File: config.mk
export PLATFORM = sky130hd
export DESIGN_NAME = fit_chunk_header_crc_checker_top
export DESIGN_NICKNAME = d
export VERILOG_FILES = /design/src/design/fcrc_pkg.sv /design/src/design/fcrc_in_stage.sv /design/src/design/fcrc_check.sv /design/src/design/fcrc_out_stage.sv /design/src/design/fit_chunk_header_crc_checker_top.sv
export SDC_FILE = /design/constraint.sdc
export NUM_CORES = 1
export LEC_CHECK = 0
export BUFFER_PORTS_ARGS = -buffer_cell sky130_fd_sc_hd__clkbuf_2
export CORE_MARGIN = 2
export CORE_UTILIZATION = 35
export DETAILED_ROUTE_END_ITERATION = 8
export GPL_TIMING_DRIVEN = 0
export MAX_ROUTING_LAYER = met4
export PLACE_DENSITY_LB_ADDON = 0.25
export SLEW_MARGIN = 20
export SYNTH_ARGS = -nofsm -noshare
export SYNTH_HDL_FRONTEND = slang
export SYNTH_HIERARCHICAL = 1
export SYNTH_SLANG_ARGS = --single-unit
export TNS_END_PERCENT = 20
File: constraint.sdc
create_clock -name clock -period 10.46 [get_ports clock]
set_input_delay 2.092 -clock clock [delete_from_list [all_inputs] [get_ports clock]]
set_output_delay 2.092 -clock clock [all_outputs]
set_load 0.01 [all_outputs]
File: src/design/fcrc_pkg.sv
// Shared types, status codes and CRC-16 helpers for the FIT chunk checker.
// Used by every module of the block; no other dependencies.
`timescale 1ns / 1ps

package fcrc_pkg;

   typedef enum logic [2:0] {
      ST_OK       = 3'd0,
      ST_EMPTY    = 3'd1,
      ST_HLEN     = 3'd2,
      ST_SHORTHDR = 3'd3,
      ST_HCRC     = 3'd4,
      ST_SIG      = 3'd5,
      ST_SHORTPAY = 3'd6,
      ST_PCRC     = 3'd7
   } status_type;

   typedef enum logic [5:0] {
      PH_FIRST   = 6'b000001,
      PH_NEXT    = 6'b000010,
      PH_HEADER  = 6'b000100,
      PH_PAYLOAD = 6'b001000,
      PH_TRAILER = 6'b010000,
      PH_STOPPED = 6'b100000
   } phase_type;

   typedef enum logic {
      KIND_BYTE   = 1'b0,
      KIND_STATUS = 1'b1
   } kind_type;

   localparam logic [3:0] HLEN_SHORT = 4'd12;
   localparam logic [3:0] HLEN_LONG  = 4'd14;
   localparam int TDATA_OUT_W = 72;

   typedef struct packed {
      logic [7:0] data_byte;
      logic       byte_valid;
      logic       end_of_data;
   } item_type;

   typedef struct packed {
      kind_type   result_kind;
      logic [7:0] payload_byte;
      status_type chunk_status;
      logic [7:0] protocol_version;
      logic [15:0] profile_version;
      logic [31:0] payload_length;
   } result_type;

   function automatic logic [15:0] crc_tab(input logic [3:0] idx);
      logic [15:0] v;
      case (idx)
         4'h0: v = 16'h0000;
         4'h1: v = 16'hCC01;
         4'h2: v = 16'hD801;
         4'h3: v = 16'h1400;
         4'h4: v = 16'hF001;
         4'h5: v = 16'h3C00;
         4'h6: v = 16'h2800;
         4'h7: v = 16'hE401;
         4'h8: v = 16'hA001;
         4'h9: v = 16'h6C00;
         4'hA: v = 16'h7800;
         4'hB: v = 16'hB401;
         4'hC: v = 16'h5000;
         4'hD: v = 16'h9C01;
         4'hE: v = 16'h8801;
         default: v = 16'h4400;
      endcase
      return v;
   endfunction

   function automatic logic [15:0] crc_nibble(input logic [15:0] c, input logic [3:0] nib);
      logic [15:0] t;
      t = crc_tab(c[3:0]);
      return ({4'h0, c[15:4]} & 16'h0FFF) ^ t ^ crc_tab(nib);
   endfunction

   function automatic logic [15:0] crc_byte(input logic [15:0] c, input logic [7:0] b);
      return crc_nibble(crc_nibble(c, b[3:0]), b[7:4]);
   endfunction

   function automatic logic [7:0] sig_char(input logic [1:0] idx);
      logic [7:0] v;
      case (idx)
         2'd0: v = 8'h2E;
         2'd1: v = 8'h46;
         2'd2: v = 8'h49;
         default: v = 8'h54;
      endcase
      return v;
   endfunction

endpackage

File: src/design/fcrc_in_stage.sv
// Input register of the FIT chunk checker: holds one word from the slave side.
// Depends on fcrc_pkg.
`timescale 1ns / 1ps

module fcrc_in_stage
   import fcrc_pkg::*;
(
   input  logic     clock,
   input  logic     reset,
   input  logic     in_valid,
   output logic     in_ready,
   input  item_type in_item,
   output logic     item_valid,
   output item_type item,
   input  logic     item_take
);

   logic     valid_ff, valid_in;
   item_type item_ff;

   assign in_ready   = !valid_ff || item_take;
   assign valid_in   = in_ready ? in_valid : valid_ff;
   assign item_valid = valid_ff;
   assign item       = item_ff;

   always_ff @(posedge clock) begin
      if (reset) begin
         valid_ff <= 1'b0;
      end else begin
         valid_ff <= valid_in;
      end
   end

   always_ff @(posedge clock) begin
      if (in_ready) begin
         item_ff <= in_item;
      end
   end

endmodule

File: src/design/fcrc_check.sv
// Chunk parser: header capture, signature and CRC-16 checks, one word per cycle
// while the result slot is free. Depends on fcrc_pkg.
`timescale 1ns / 1ps

module fcrc_check
   import fcrc_pkg::*;
(
   input  logic       clock,
   input  logic       reset,
   input  logic       item_valid,
   input  item_type   item,
   input  logic       slot_free,
   output logic       item_take,
   output logic       res_push,
   output result_type res
);

   phase_type   phase_ff, phase_in;
   logic [31:0] count_ff, count_in;
   logic        hlen14_ff, hlen14_in;
   logic [15:0] crc_ff, crc_in;
   logic [31:0] plen_ff, plen_in;
   logic [7:0]  proto_ff, proto_in;
   logic [15:0] prof_ff, prof_in;
   logic        sig_ok_ff, sig_ok_in;
   logic        crc_nz_ff, crc_nz_in;

   logic        emit;
   kind_type    kind;
   status_type  status;
   logic [7:0]  pbyte;
   logic [7:0]  b;
   logic [15:0] crc_upd;
   logic [31:0] count_inc;
   logic [3:0]  hidx;
   logic        advance;

   assign item_take = slot_free;
   assign advance   = item_valid && slot_free;
   assign b         = item.data_byte;
   assign crc_upd   = crc_byte(crc_ff, b);
   assign count_inc = count_ff + 32'd1;
   assign hidx      = count_ff[3:0];

   always_comb begin
      phase_in  = phase_ff;
      count_in  = count_ff;
      hlen14_in = hlen14_ff;
      crc_in    = crc_ff;
      plen_in   = plen_ff;
      proto_in  = proto_ff;
      prof_in   = prof_ff;
      sig_ok_in = sig_ok_ff;
      crc_nz_in = crc_nz_ff;
      emit      = 1'b0;
      kind      = KIND_STATUS;
      status    = ST_OK;
      pbyte     = 8'h00;
      if (phase_ff == PH_STOPPED) begin
         emit = 1'b0;
      end else if (!item.byte_valid) begin
         if (item.end_of_data) begin
            case (phase_ff)
               PH_FIRST: begin
                  emit = 1'b1; status = ST_EMPTY; phase_in = PH_STOPPED;
               end
               PH_NEXT: begin
                  phase_in = PH_FIRST;
               end
               PH_HEADER: begin
                  emit = 1'b1; status = ST_SHORTHDR; phase_in = PH_STOPPED;
               end
               default: begin
                  emit = 1'b1; status = ST_SHORTPAY; phase_in = PH_STOPPED;
               end
            endcase
         end
      end else if (phase_ff == PH_FIRST || phase_ff == PH_NEXT) begin
         proto_in  = 8'h00;
         prof_in   = 16'h0000;
         plen_in   = 32'h0;
         sig_ok_in = 1'b1;
         crc_nz_in = 1'b0;
         crc_in    = crc_byte(16'h0000, b);
         if (b != {4'h0, HLEN_SHORT} && b != {4'h0, HLEN_LONG}) begin
            emit = 1'b1; status = ST_HLEN; phase_in = PH_STOPPED;
         end else begin
            hlen14_in = (b == {4'h0, HLEN_LONG});
            count_in  = 32'd1;
            phase_in  = PH_HEADER;
            if (item.end_of_data) begin
               emit = 1'b1; status = ST_SHORTHDR; phase_in = PH_STOPPED;
            end
         end
      end else begin
         crc_in = crc_upd;
         case (phase_ff)
            PH_HEADER: begin
               case (hidx)
                  4'd1: proto_in = b;
                  4'd2: prof_in[7:0] = b;
                  4'd3: prof_in[15:8] = b;
                  4'd4: plen_in[7:0] = b;
                  4'd5: plen_in[15:8] = b;
                  4'd6: plen_in[23:16] = b;
                  4'd7: plen_in[31:24] = b;
                  4'd8, 4'd9, 4'd10, 4'd11: begin
                     if (b != sig_char(hidx[1:0])) sig_ok_in = 1'b0;
                  end
                  default: begin
                     if (b != 8'h00) crc_nz_in = 1'b1;
                  end
               endcase
               count_in = count_inc;
               if (count_inc[3:0] < (hlen14_ff ? HLEN_LONG : HLEN_SHORT)) begin
                  if (item.end_of_data) begin
                     emit = 1'b1; status = ST_SHORTHDR; phase_in = PH_STOPPED;
                  end
               end else if (hlen14_ff && crc_nz_in && crc_upd != 16'h0000) begin
                  emit = 1'b1; status = ST_HCRC; phase_in = PH_STOPPED;
               end else if (!sig_ok_in) begin
                  emit = 1'b1; status = ST_SIG; phase_in = PH_STOPPED;
               end else if (item.end_of_data) begin
                  emit = 1'b1; status = ST_SHORTPAY; phase_in = PH_STOPPED;
               end else begin
                  count_in  = 32'h0;
                  crc_nz_in = 1'b0;
                  phase_in  = (plen_in == 32'h0) ? PH_TRAILER : PH_PAYLOAD;
               end
            end
            PH_PAYLOAD: begin
               if (item.end_of_data) begin
                  emit = 1'b1; status = ST_SHORTPAY; phase_in = PH_STOPPED;
               end else begin
                  count_in = count_inc;
                  if (count_inc >= plen_ff) begin
                     count_in = 32'h0;
                     phase_in = PH_TRAILER;
                  end
                  emit  = 1'b1;
                  kind  = KIND_BYTE;
                  pbyte = b;
               end
            end
            default: begin
               if (b != 8'h00) crc_nz_in = 1'b1;
               if (count_ff == 32'h0) begin
                  count_in = 32'd1;
                  if (item.end_of_data) begin
                     emit = 1'b1; status = ST_SHORTPAY; phase_in = PH_STOPPED;
                  end
               end else if (crc_nz_in && crc_upd != 16'h0000) begin
                  emit = 1'b1; status = ST_PCRC; phase_in = PH_STOPPED;
               end else begin
                  count_in = 32'h0;
                  phase_in = item.end_of_data ? PH_FIRST : PH_NEXT;
                  emit     = 1'b1;
               end
            end
         endcase
      end
   end

   assign res_push = advance && emit;
   assign res = '{result_kind: kind, payload_byte: pbyte, chunk_status: status,
                  protocol_version: proto_in, profile_version: prof_in,
                  payload_length: plen_in};

   always_ff @(posedge clock) begin
      if (reset) begin
         phase_ff  <= PH_FIRST;
         count_ff  <= 32'h0;
         hlen14_ff <= 1'b0;
         crc_ff    <= 16'h0000;
         plen_ff   <= 32'h0;
         proto_ff  <= 8'h00;
         prof_ff   <= 16'h0000;
         sig_ok_ff <= 1'b1;
         crc_nz_ff <= 1'b0;
      end else if (advance) begin
         phase_ff  <= phase_in;
         count_ff  <= count_in;
         hlen14_ff <= hlen14_in;
         crc_ff    <= crc_in;
         plen_ff   <= plen_in;
         proto_ff  <= proto_in;
         prof_ff   <= prof_in;
         sig_ok_ff <= sig_ok_in;
         crc_nz_ff <= crc_nz_in;
      end
   end

endmodule

File: src/design/fcrc_out_stage.sv
// Result register of the FIT chunk checker: holds one word for the master side.
// Depends on fcrc_pkg.
`timescale 1ns / 1ps

module fcrc_out_stage
   import fcrc_pkg::*;
(
   input  logic       clock,
   input  logic       reset,
   input  logic       res_push,
   input  result_type res,
   output logic       slot_free,
   output logic       out_valid,
   input  logic       out_ready,
   output result_type out_res
);

   logic       valid_ff, valid_in;
   result_type res_ff;

   assign slot_free = !valid_ff || out_ready;
   assign valid_in  = slot_free ? res_push : valid_ff;
   assign out_valid = valid_ff;
   assign out_res   = res_ff;

   always_ff @(posedge clock) begin
      if (reset) begin
         valid_ff <= 1'b0;
      end else begin
         valid_ff <= valid_in;
      end
   end

   always_ff @(posedge clock) begin
      if (slot_free && res_push) begin
         res_ff <= res;
      end
   end

endmodule

File: src/design/fit_chunk_header_crc_checker_top.sv
// FIT chunk header and CRC-16 checker, top level.
// Word path: fcrc_in_stage register, fcrc_check logic, fcrc_out_stage register.
// Throughput: one word per cycle unless stalled; fcrc_check updates state once per word.
// Reset: synchronous, active high; clears valids and returns to the first chunk start.
// Depends on fcrc_pkg, fcrc_in_stage, fcrc_check and fcrc_out_stage.
`timescale 1ns / 1ps

module fit_chunk_header_crc_checker_top
   import fcrc_pkg::*;
(
   input  logic                   clock,
   input  logic                   reset,
   input  logic                   req_tvalid,
   output logic                   req_tready,
   input  logic [7:0]             req_tdata,  // [7:0] data_byte
   input  logic                   req_tuser,  // byte_valid
   input  logic                   req_tlast,  // end_of_data
   output logic                   rsp_tvalid,
   input  logic                   rsp_tready,
   // [7:0] payload_byte, [10:8] chunk_status, [18:11] protocol_version,
   // [34:19] profile_version, [66:35] payload_length, [71:67] zero
   output logic [TDATA_OUT_W-1:0] rsp_tdata,
   output logic                   rsp_tuser   // result_kind
);

   item_type   in_item, item;
   logic       item_valid, item_take, slot_free, res_push;
   result_type res, out_res;

   assign in_item = '{data_byte: req_tdata, byte_valid: req_tuser, end_of_data: req_tlast};

   fcrc_in_stage u_in (
      .clock      (clock),
      .reset      (reset),
      .in_valid   (req_tvalid),
      .in_ready   (req_tready),
      .in_item    (in_item),
      .item_valid (item_valid),
      .item       (item),
      .item_take  (item_take)
   );

   fcrc_check u_check (
      .clock      (clock),
      .reset      (reset),
      .item_valid (item_valid),
      .item       (item),
      .slot_free  (slot_free),
      .item_take  (item_take),
      .res_push   (res_push),
      .res        (res)
   );

   fcrc_out_stage u_out (
      .clock     (clock),
      .reset     (reset),
      .res_push  (res_push),
      .res       (res),
      .slot_free (slot_free),
      .out_valid (rsp_tvalid),
      .out_ready (rsp_tready),
      .out_res   (out_res)
   );

   assign rsp_tuser = out_res.result_kind;
   assign rsp_tdata = {5'b00000, out_res.payload_length, out_res.profile_version,
                       out_res.protocol_version, out_res.chunk_status, out_res.payload_byte};

endmodule

======== Word level (Yosys, flattened, before mapping) ========
Memory sizes are Yosys's and may differ from the RTL's. A register that Yosys moved wholly into a read port is not among the register bits.
Cells that the tools add are included.
storage, ports and cells
  register bits after elaboration ......... 193
  memory bits (read-only) ................. 784
  bits of input ports ..................... 14
  output and inout bits ................... 75
  word-level logic and storage cells ...... 237
  memories ................................ 7
cells by class
  $add $sub $neg .......................... 1
  order comparisons ....................... 2
  equal/unequal tests ..................... 27
  mux-type cells .......................... 139
  bitwise operators ....................... 11
  reductions and logical operators ........ 30
memory list
  memory            depth  width  read ports  clocked after Yosys merged registers in  wr ports  line            source
  (name not given)  16     7      1           1                                        0         fcrc_pkg.sv:53  case (idx)
  (name not given)  16     7      1           0                                        0         fcrc_pkg.sv:53
  (name not given)  16     7      1           1                                        0         fcrc_pkg.sv:53
  (name not given)  16     7      1           1                                        0         fcrc_pkg.sv:53
  (name not given)  16     7      1           1                                        0         fcrc_pkg.sv:53
  (name not given)  16     7      1           0                                        0         fcrc_pkg.sv:53
  1 more memories   -      -      -           -                                        -         -
operators by type and width
  cell                                                             count
  32-bit 2-to-1 mux                                                14
  16-bit 2-to-1 mux                                                17
  8-bit 2-to-1 mux                                                 32
  6-bit 2-to-1 mux                                                 15
  32-bit logical NOT                                               2
  32-bit one-hot mux with 2 select lines                           1
  16-bit bitwise XOR                                               4
  12-bit by 16-bit bitwise XOR with 16-bit output                  3
  1-bit 2-to-1 mux                                                 34
  32-bit by 1-bit adder with 32-bit output, second input constant  1
  32-bit greater-or-equal comparator                               1
  3-bit 2-to-1 mux                                                 10
  4-bit 2-to-1 mux                                                 6
  7-bit one-hot mux with 3 select lines                            1
  4-bit by 3-bit == test with 1-bit output, second input constant  4
  4-bit == test, second input constant                             4
  8-bit by 4-bit != test with 1-bit output, second input constant  2
  16-bit nonzero test                                              1
  6-bit one-hot mux with 2 select lines                            1
  4-bit AND reduction                                              3
  11-bit OR reduction                                              1
  3-bit one-hot mux with 3 select lines                            1
  4-bit by 2-bit == test with 1-bit output, second input constant  2
  8-bit by 4-bit == test with 1-bit output, second input constant  1
  other kinds (32)                                                 49

======== Depth between registers and ports, before layout ========
Gate-level depths: netlist of the first run.
  word-level depth ........................ 23
  gate-level depth with buffers ........... 20
  depth with buffers taken out ............ 18

======== By module ========
The synthesis of the first run kept the hierarchy.
modules (own cells, without submodules)
  module                            instances  cells each  area an instance (sq um)  seq. area each (sq um)
  fcrc_check                        1          1142        8446.9                    2382.3
  fcrc_out_stage                    1          73          2097.0                    2062.0
  fcrc_in_stage                     1          14          346.6                     320.3
  fit_chunk_header_crc_checker_top  1          6           41.3                      0.0

======== Worst setup path before layout of the first run ========
OpenSTA, ideal clock, no wires.
  kind .................................... in2out
  start point ............................. input port rsp_tready
  end point ............................... output port req_tready
  data arrival time ....................... 2.550 ns
  required time ........................... 8.368 ns
  path slack .............................. 5.818 ns
  stages on the path ...................... 3
  buffers on the path ..................... 1
  cell sequence ........................... nand2b_4 -> buf_4 -> nand2b_4
on the way
  longest elaborated chain between the ends .. 2
RTL lines
  what                line                                    source
  start: declaration  fit_chunk_header_crc_checker_top.sv:19  input logic rsp_tready,
  1-bit logical OR    fcrc_out_stage.sv:21                    assign slot_free = !valid_ff || out_ready;
  net item_take       fit_chunk_header_crc_checker_top.sv:27  logic item_valid, item_take, slot_free, res_push;
  1-bit logical OR    fcrc_in_stage.sv:21                     assign in_ready = !valid_ff || item_take;
  end: declaration    fit_chunk_header_crc_checker_top.sv:14  output logic req_tready,
The timed path passes the listed nets, and every way through them passes these cells.

======== Final worst setup path of the first run ========
  start point ............................. register u_check.count_ff[0]
  end point ............................... register u_check.phase_ff[0]
on the way
  longest elaborated chain between the ends .. 20
  elaborated cells between the ends (all ways) .. 49
  those cells by class .................... 1 x add/sub; 2 x order compare; 15 x eq/ne; 24 x mux; 7 x reduce/logical
RTL lines
  what                                         line               source
  start: declaration                           fcrc_check.sv:19   logic [31:0] count_ff, count_in;
  start signal: assignment                     fcrc_check.sv:182  count_ff <= count_in;
  2-bit == test, or another cell as far along  fcrc_pkg.sv:86     case (idx)
  7-bit one-hot mux with 3 select lines        fcrc_pkg.sv:86
  8-bit 2-to-1 mux                             fcrc_check.sv:99   case (hidx)
  8-bit 2-to-1 mux                             fcrc_check.sv:97   case (phase_ff)
  8-bit 2-to-1 mux                             fcrc_check.sv:78   end else if (phase_ff == PH_FIRST || phase_ff == PH_NEXT) begin
  8-bit 2-to-1 mux                             fcrc_check.sv:61   end else if (!item.byte_valid) begin
  8-bit 2-to-1 mux                             fcrc_check.sv:59   if (phase_ff == PH_STOPPED) begin
  8-bit != test                                fcrc_check.sv:108  if (b != sig_char(hidx[1:0])) sig_ok_in = 1'b0;
  [4 not listed]                               -
  1-bit 2-to-1 mux                             fcrc_check.sv:61
  1-bit 2-to-1 mux                             fcrc_check.sv:59
  6-bit 2-to-1 mux                             fcrc_check.sv:121  end else if (!sig_ok_in) begin
  6-bit 2-to-1 mux                             fcrc_check.sv:119  end else if (hlen14_ff && crc_nz_in && crc_upd != 16'h0000) begin
  6-bit 2-to-1 mux                             fcrc_check.sv:115  if (count_inc[3:0] < (hlen14_ff ? HLEN_LONG : HLEN_SHORT)) begin
  6-bit one-hot mux with 2 select lines        fcrc_check.sv:97
  6-bit 2-to-1 mux                             fcrc_check.sv:78
  6-bit 2-to-1 mux                             fcrc_check.sv:61
  end signal: assignment                       fcrc_check.sv:181  phase_ff <= phase_in;
  end: declaration                             fcrc_check.sv:18   phase_type phase_ff, phase_in;
Parallel ways exist; a longest one is shown, timed or not. The select of a mux whose other input is x is not followed.
A chain may end at the register's enable or synchronous reset.

==> results of run 1 <==
## flip-flops by register name, indices dropped and copies added, names as in the netlist, named ones only
signal and count:
u_in/item_valid 1, u_check/sig_ok_ff 1, u_check/crc_ff 16, u_in/item 10
u_check/crc_nz_ff 1, u_out/out_valid 1, u_check/count_ff 32, u_check/hlen14_ff 1
u_check/plen_ff 32, u_check/proto_ff 8, u_check/prof_ff 16, u_check/phase_ff 6
u_out/out_res 68
## placed cells by master (no fill, tap or decap), types with 6 or more instances in the layout
cell | netlist | layout
a21o_1 | 6 | 6
clkbuf_2 | 1 | 84
buf_4 | 11 | 11
ha_1 | 42 | 42
mux2i_1 | 44 | 44
clkbuf_16 | 0 | 17
xnor3_1 | 7 | 7
nand2_1 | 205 | 205
a32oi_1 | 17 | 17
nor3_1 | 25 | 25
dfxtp_1 | 121 | 121
xnor2_1 | 34 | 34
o211ai_1 | 16 | 16
nand3_1 | 34 | 34
a31oi_1 | 8 | 8
xor2_1 | 20 | 20
nor4_1 | 21 | 21
and3_1 | 14 | 14
nor2b_1 | 8 | 8
nand4_1 | 19 | 19
inv_1 | 55 | 55
a211oi_1 | 8 | 8
nor2_1 | 124 | 124
o21ai_0 | 39 | 39
a21oi_1 | 101 | 101
or2_2 | 11 | 11
edfxtp_1 | 78 | 78
clkbuf_1 | 62 | 63
## worst min path at each step
stage | cells past startpoint | slack [ns] | end
after detailed placement | 2 | 0.45 | u_check/prof_ff[1]
after global routing | 2 | 0.48 | u_check/prof_ff[1]
after floorplan | 2 | 0.44 | u_check/prof_ff[0]
final | 2 | 0.46 | u_check/prof_ff[1]
after CTS | 2 | 0.46 | u_check/prof_ff[11]
after global placement | 2 | 0.44 | u_check/proto_ff[1]
## cells in the mapped netlist, types with 5 or more instances
cell type / instances / area [um2]
mux2i_1: 44 / 440.4
nor3_1: 25 / 125.1
and4_1: 5 / 43.79
ha_1: 42 / 525.5
edfxtp_1: 78 / 2342
nor4_1: 21 / 131.4
or3_1: 5 / 31.28
nand4_1: 19 / 118.9
a21o_1: 6 / 45.04
nand2b_1: 5 / 31.28
clkbuf_1: 62 / 232.7
dfxtp_1: 121 / 2422
nand3_1: 34 / 170.2
a211oi_1: 8 / 60.06
nand3b_1: 5 / 37.54
a31oi_1: 8 / 50.05
or2_2: 11 / 68.82
xnor2_1: 34 / 297.8
nand2_1: 205 / 769.5
a32oi_1: 17 / 148.9
xor2_1: 20 / 175.2
inv_1: 55 / 206.5
nor2b_1: 8 / 50.05
o22ai_1: 5 / 31.28
xnor3_1: 7 / 157.7
and3_1: 14 / 87.58
o211ai_1: 16 / 120.1
o21a_1: 5 / 37.54
o21ai_0: 39 / 195.2
nor2_1: 124 / 465.5
buf_4: 11 / 82.58
a21oi_1: 101 / 505.5
## worst max-delay path: stages, from the launching register on
cell	delay (ns)
dfxtp_1	0.42
ha_1	0.17
clkbuf_1	0.43
nand2_1	0.32
nor4_1	0.92
and3_1	0.37
nand4_1	0.20
o21a_1	0.24
or2_2	0.31
ha_1	0.31
nand4_1	0.16
nor4_1	0.57
a22oi_1	0.22
nand2_1	0.16
or4_1	0.14
o21a_1	0.12
clkbuf_1	0.31
o41ai_1	0.14
a221o_1	0.36
## area by class of cell
cell class,count,area [um2]
buffer,84,390.4
clock buffer,18,429.2
clock inverter,14,171.4
fill,3077,18210
inverter,56,210.2
multi-input combinational,900,5582
sequential,199,4765
tap,396,495.5
timing repair buffer,83,415.4
## power by group through the flow
stage | combinational [uW] | sequential [uW] | clock (uW)
6_report | 199 | 838 | 690
5_1_grt | 214 | 840 | 726
4_1_cts | 197 | 838 | 698
3_5_place_dp | 197 | 856 | 0
3_3_place_gp | 196 | 855 | 0
2_1_floorplan | 126 | 859 | 0
## cells by family after synthesis
logic type	share of synthesized area
compound gates	0.1439
xor+xnor	0.06215
fa+ha+maj	0.04807
buf+inv	0.05494
flops	0.4358
mux	0.04235
other cells	0.0003430
simple gates	0.2124
## layer usage
layer,routed length (um),GRT usage,up-vias
met4,1016,0.07871,0
met2,13690,0.2908,358
met1,14830,0.2659,4496
met3,1993,0.03709,59
li1,-,-,4575
met5,0,-,-
## metrics by stage
stage | power, uW | hold WS, ns | area (um2)
4_1_cts | 1733 | 0.4562 | 12460
3_3_place_gp | 1051 | 0.4408 | 11860
2_1_floorplan | 984.1 | 0.4360 | 10950
5_1_grt | 1780 | 0.4752 | 12460
6_report | 1726 | 0.4552 | 12460
3_5_place_dp | 1052 | 0.4478 | 11860
==> results.py, run 1 <==
metrics = {
    "clock_tree": {
        "cts_buffers": 17,
        "clock_latency_ns": 0.45,
        "hold_buffers": 0,
        "htree_levels": 4,
        "cts_root_buf": "clkbuf_16",
        "cts_resized": 0,
        "cts_setup_buffers": 0,
        "cts.sinks": 199,
        "ctsLongestPathBuffers": 2,
        "cts_tree": "yes",
        "clkTransAtPathRegs_ns": 0.08,
    },
    "logic_synthesis": {
        "syn_area_mm2": 0.01093,
        "async_flop_share": 0,
        "ys_types": 77,
        "yosys_most_used_dff": "dfxtp_1",
        "postSynthAreaPerCell_um2": 8.852,
        "netlist_instances": 1235,
        "seq_area_frac_synth": 0.4358,
        "synth_edf_count": 78,
        "yosys_warnings": 6,
        "ys_ff_latch": 199,
    },
    "timing": {
        "maxSlewHeadroom": 0.3277,
        "finalWorstSetupSlack_ns": 4.478,
        "rsz0062_at_grt": "false",
        "setup_violations": 0,
        "fin_tns_setup_ns": 0,
        "worst_pin_slew_ns": 0.9993,
        "fmax_mhz": 167.2,
        "period_share": 0.5719,
        "period_needed_ns": 5.982,
        "finalHoldViolations": 0,
        "slew_violations": 0,
        "finClkSkew_ns": 0.01170,
    },
    "floorplanning": {
        "ios": 89,
        "initial_core_util": 0.3564,
        "die_w_um": 180.7,
        "core_area_mm2": 0.03067,
        "dieArea_mm2": 0.03266,
        "rows": 64,
        "fp.dieH_um": 180.7,
    },
    "placement": {
        "dpl_worst_slack_ns": 4.648,
        "gp_congestion": 0.8792,
        "dp_cells": 1718,
        "hpwlAfterDp_um": 23350,
        "port_buffers": 83,
    },
    "worst_setup_path": {
        "cp-end-kind": "register",
        "crit_path_start": "u_check/count_ff[0]",
        "start_kind": "register",
        "r2r-start": "u_check/count_ff[0]",
        "cp.arrival_ns": 6.32,
        "r2r_end": "u_check/phase_ff[0]",
        "reg2reg_slack_ns": 4.48,
        "ff2ff_path_depth": 18,
        "required_ns": 10.80,
        "crit_path_end": "u_check/phase_ff[0]",
        "critical_path_class": "reg -> reg",
        "path_max_fanout": 10,
    },
    "hold_path": {
        "hp-class": "reg -> reg",
        "worstHoldStart": "u_check/prof_ff[1]",
    },
    "detailed_routing": {
        "drc_errors": 0,
        "dr.pass1.iters": 6,
        "drt-initial-drc-count": 864,
        "ant_nets": 0,
        "drt-vias-per-instance": 5.422,
        "wirelength_um": 31530,
        "wl_per_cell_um": 18.02,
        "num_vias": 9488,
    },
    "power_and_ir_drop": {
        "p_per_area_mw_per_mm2": 138.5,
        "max-vdd-ir-drop_mv": 0.1137,
        "pwr-share-comb": 0.115,
        "p_leak_uw": 0.004756,
        "swShare": 0.2662,
        "switchingPower_uw": 459.5,
        "clkPwrFrac": 0.400,
        "internal_power_uw": 1267,
        "seqPwrFrac": 0.485,
    },
    "final_layout": {
        "area_growth_pct": 13.96,
        "final_util": 0.4062,
        "drive_gt1_frac": 0.1226,
        "antennaDiodeCount": 0,
        "nets": 1397,
        "layout.cells.non_filler": 1750,
    },
    "global_route": {
        "overflow": 0,
        "track_usage": 0.1970,
        "grt_pass1_wl_um": 49390,
        "antenna_found_initial": 0,
        "grt_max_degree": 69,
        "first_global_vias": 8824,
    },
    "status": {
        "status": "complete, no violations",
    },
    "flow_run": {
        "maxCapViolCount": 0,
    },
}
No activity file was read; power rests on OpenSTA's default activity.
==> run 2: changes to the inputs <==
clock period = 6.25 ns   (was 10.46 ns; I/O delays follow)
==> run 2 against run 1 <==
Effect of this change:
- non-clock buffer count unchanged
- via count up 0.17%
- die area unchanged
- global-route usage stayed put
- critical path type unchanged
- largest cell class unchanged
==> results.py, run 2 (synthesized netlist as in run 1, its figures left out) <==
metrics = {
    "status": {
        "status": "complete, no violations",
    },
    "timing": {
        "finalHoldViolations": 0,
        "period_share": 0.9022,
        "maxSlewHeadroom": 0.3480,
        "period_needed_ns": 5.639,
        "worst_pin_slew_ns": 0.9779,
        "fin_tns_setup_ns": 0,
        "fmax_mhz": 177.3,
        "rsz0062_at_grt": "false",
        "finClkSkew_ns": 0.01256,
        "finalWorstSetupSlack_ns": 0.6113,
        "slew_violations": 0,
        "setup_violations": 0,
        "holdWs_ns": 0.4560,
    },
    "final_layout": {
        "nets": 1397,
        "final_cell_mix": "nand2_1, nor2_1, dfxtp_1, a21oi_1, clkbuf_2",
        "fillers": 3076,
        "largest_reg_flops": 68,
        "layout.cells.non_filler": 1750,
        "area_growth_pct": 14.02,
        "multi_input_area_mm2": 0.005588,
        "seqCellArea_mm2": 0.004765,
        "drive_gt1_frac": 0.1233,
        "final_common_cell": "nand2_1",
        "antennaDiodeCount": 0,
    },
    "power_and_ir_drop": {
        "max-vdd-ir-drop_mv": 0.1879,
        "swShare": 0.2658,
        "clkPwrFrac": 0.399,
        "switchingPower_uw": 768.4,
        "internal_power_uw": 2122,
        "seqPwrFrac": 0.486,
        "p_leak_uw": 0.004742,
        "p_per_area_mw_per_mm2": 231.9,
        "pwr-share-comb": 0.116,
    },
    "clock_tree": {
        "clock_latency_ns": 0.45,
        "cts_buffers": 17,
        "htree_levels": 4,
        "hold_buffers": 0,
        "clkTransAtPathRegs_ns": 0.08,
        "cts_setup_buffers": 0,
        "ctsLongestPathBuffers": 2,
        "cts_resized": 0,
        "cts_tree": "yes",
        "cts_root_buf": "clkbuf_16",
        "cts.sinks": 199,
    },
    "detailed_routing": {
        "num_vias": 9504,
        "drt-initial-drc-count": 955,
        "wirelength_um": 31430,
        "dr.pass1.iters": 6,
        "wl_per_cell_um": 17.96,
        "ant_nets": 0,
        "drt-vias-per-instance": 5.431,
        "drc_errors": 0,
    },
    "hold_path": {
        "min_path_cells": 2,
        "worstHoldStart": "u_check/prof_ff[1]",
        "hp-class": "reg -> reg",
        "whs_endpoint": "u_check/prof_ff[1]",
    },
    "floorplanning": {
        "fp.dieH_um": 180.7,
        "dieArea_mm2": 0.03266,
        "ios": 89,
        "core_area_mm2": 0.03067,
        "rows": 64,
        "die_w_um": 180.7,
        "initial_core_util": 0.3564,
    },
    "global_route": {
        "overflow": 0,
        "track_usage": 0.1970,
        "antenna_found_initial": 0,
        "grt_pass1_wl_um": 49390,
        "grt_max_degree": 69,
        "first_global_vias": 8824,
    },
    "worst_setup_path": {
        "required_ns": 6.59,
        "cp.arrival_ns": 5.98,
        "reg2reg_slack_ns": 0.61,
        "start_kind": "register",
        "critical_path_class": "reg -> reg",
        "cp-end-kind": "register",
        "path_max_fanout": 10,
        "r2r-start": "u_check/count_ff[0]",
        "r2r_end": "u_check/phase_ff[0]",
        "ff2ff_path_depth": 18,
    },
    "placement": {
        "port_buffers": 83,
        "dp_cells": 1718,
        "hpwlAfterDp_um": 23350,
        "dpl_worst_slack_ns": 0.4376,
        "gp_congestion": 0.8792,
    },
    "flow_run": {
        "maxCapViolCount": 0,
    },
}
[run 2: cell count changes in the layout (fill, tap and decap cells not counted)]
cell    delta
nor4_2     +1
nor4_1     -1
[run 2: power by group through the flow]
| stage | clock, uW | sequential, uW | combinational, uW |
|---|---|---|---|
| final | 1150 | 1400 | 334 |
| after global routing | 1220 | 1410 | 360 |
| after CTS | 1170 | 1400 | 332 |
| after detailed placement | 0 | 1430 | 331 |
| after global placement | 0 | 1430 | 330 |
| after floorplan | 0 | 1440 | 210 |
[run 2: through the flow]
stage | power (uW) | utilization | instance area, um2
finish | 2891 | 0.4064 | 12460
global route | 2983 | 0.4064 | 12460
CTS | 2905 | 0.4062 | 12460
detailed placement | 1765 | 0.3866 | 11860
global placement | 1763 | 0.3866 | 11860
floorplan | 1650 | - | 10950
[run 2: routing by layer]
metal	track usage	wire length (um)	up-vias
met3	0.03709	1990	62
met2	0.2908	13690	366
met1	0.2659	14690	4498
met5	-	0	-
met4	0.07871	1064	0
li1	-	-	4578
[run 2: cell type report]
| class | instances | share of cell area |
|---|---|---|
| inverter | 56 | 0.01686 |
| multi-input combinational | 900 | 0.4483 |
| tap | 396 | 0.03975 |
| timing repair buffer | 83 | 0.03333 |
| sequential | 199 | 0.3823 |
| clock inverter | 14 | 0.01375 |
| buffer | 84 | 0.03132 |
| clock buffer | 18 | 0.03443 |
[run 2: worst max-delay path, cell delays in order (launching register included)]
cell and delay (ns):
dfxtp_1 0.43, ha_1 0.18, clkbuf_1 0.43, nand2_1 0.34
nor4_2 0.60, and3_1 0.32, nand4_1 0.19, o21a_1 0.24
or2_2 0.31, ha_1 0.31, nand4_1 0.18, nor4_1 0.56
a22oi_1 0.22, nand2_1 0.16, or4_1 0.14, o21a_1 0.12
clkbuf_1 0.30, o41ai_1 0.14, a221o_1 0.36
[run 2: worst max path at each step]
stage / end / slack, ns / from
after global routing: u_check/phase_ff[0] / 0.26 / u_check/count_ff[0]
after CTS: u_check/phase_ff[0] / 0.38 / u_check/count_ff[0]
after floorplan: u_check/phase_ff[0] / 1.93 / u_check/count_ff[0]
after detailed placement: u_check/phase_ff[0] / 0.44 / u_check/count_ff[0]
final: u_check/phase_ff[0] / 0.61 / u_check/count_ff[0]
after global placement: u_check/phase_ff[0] / 0.41 / u_check/count_ff[0]
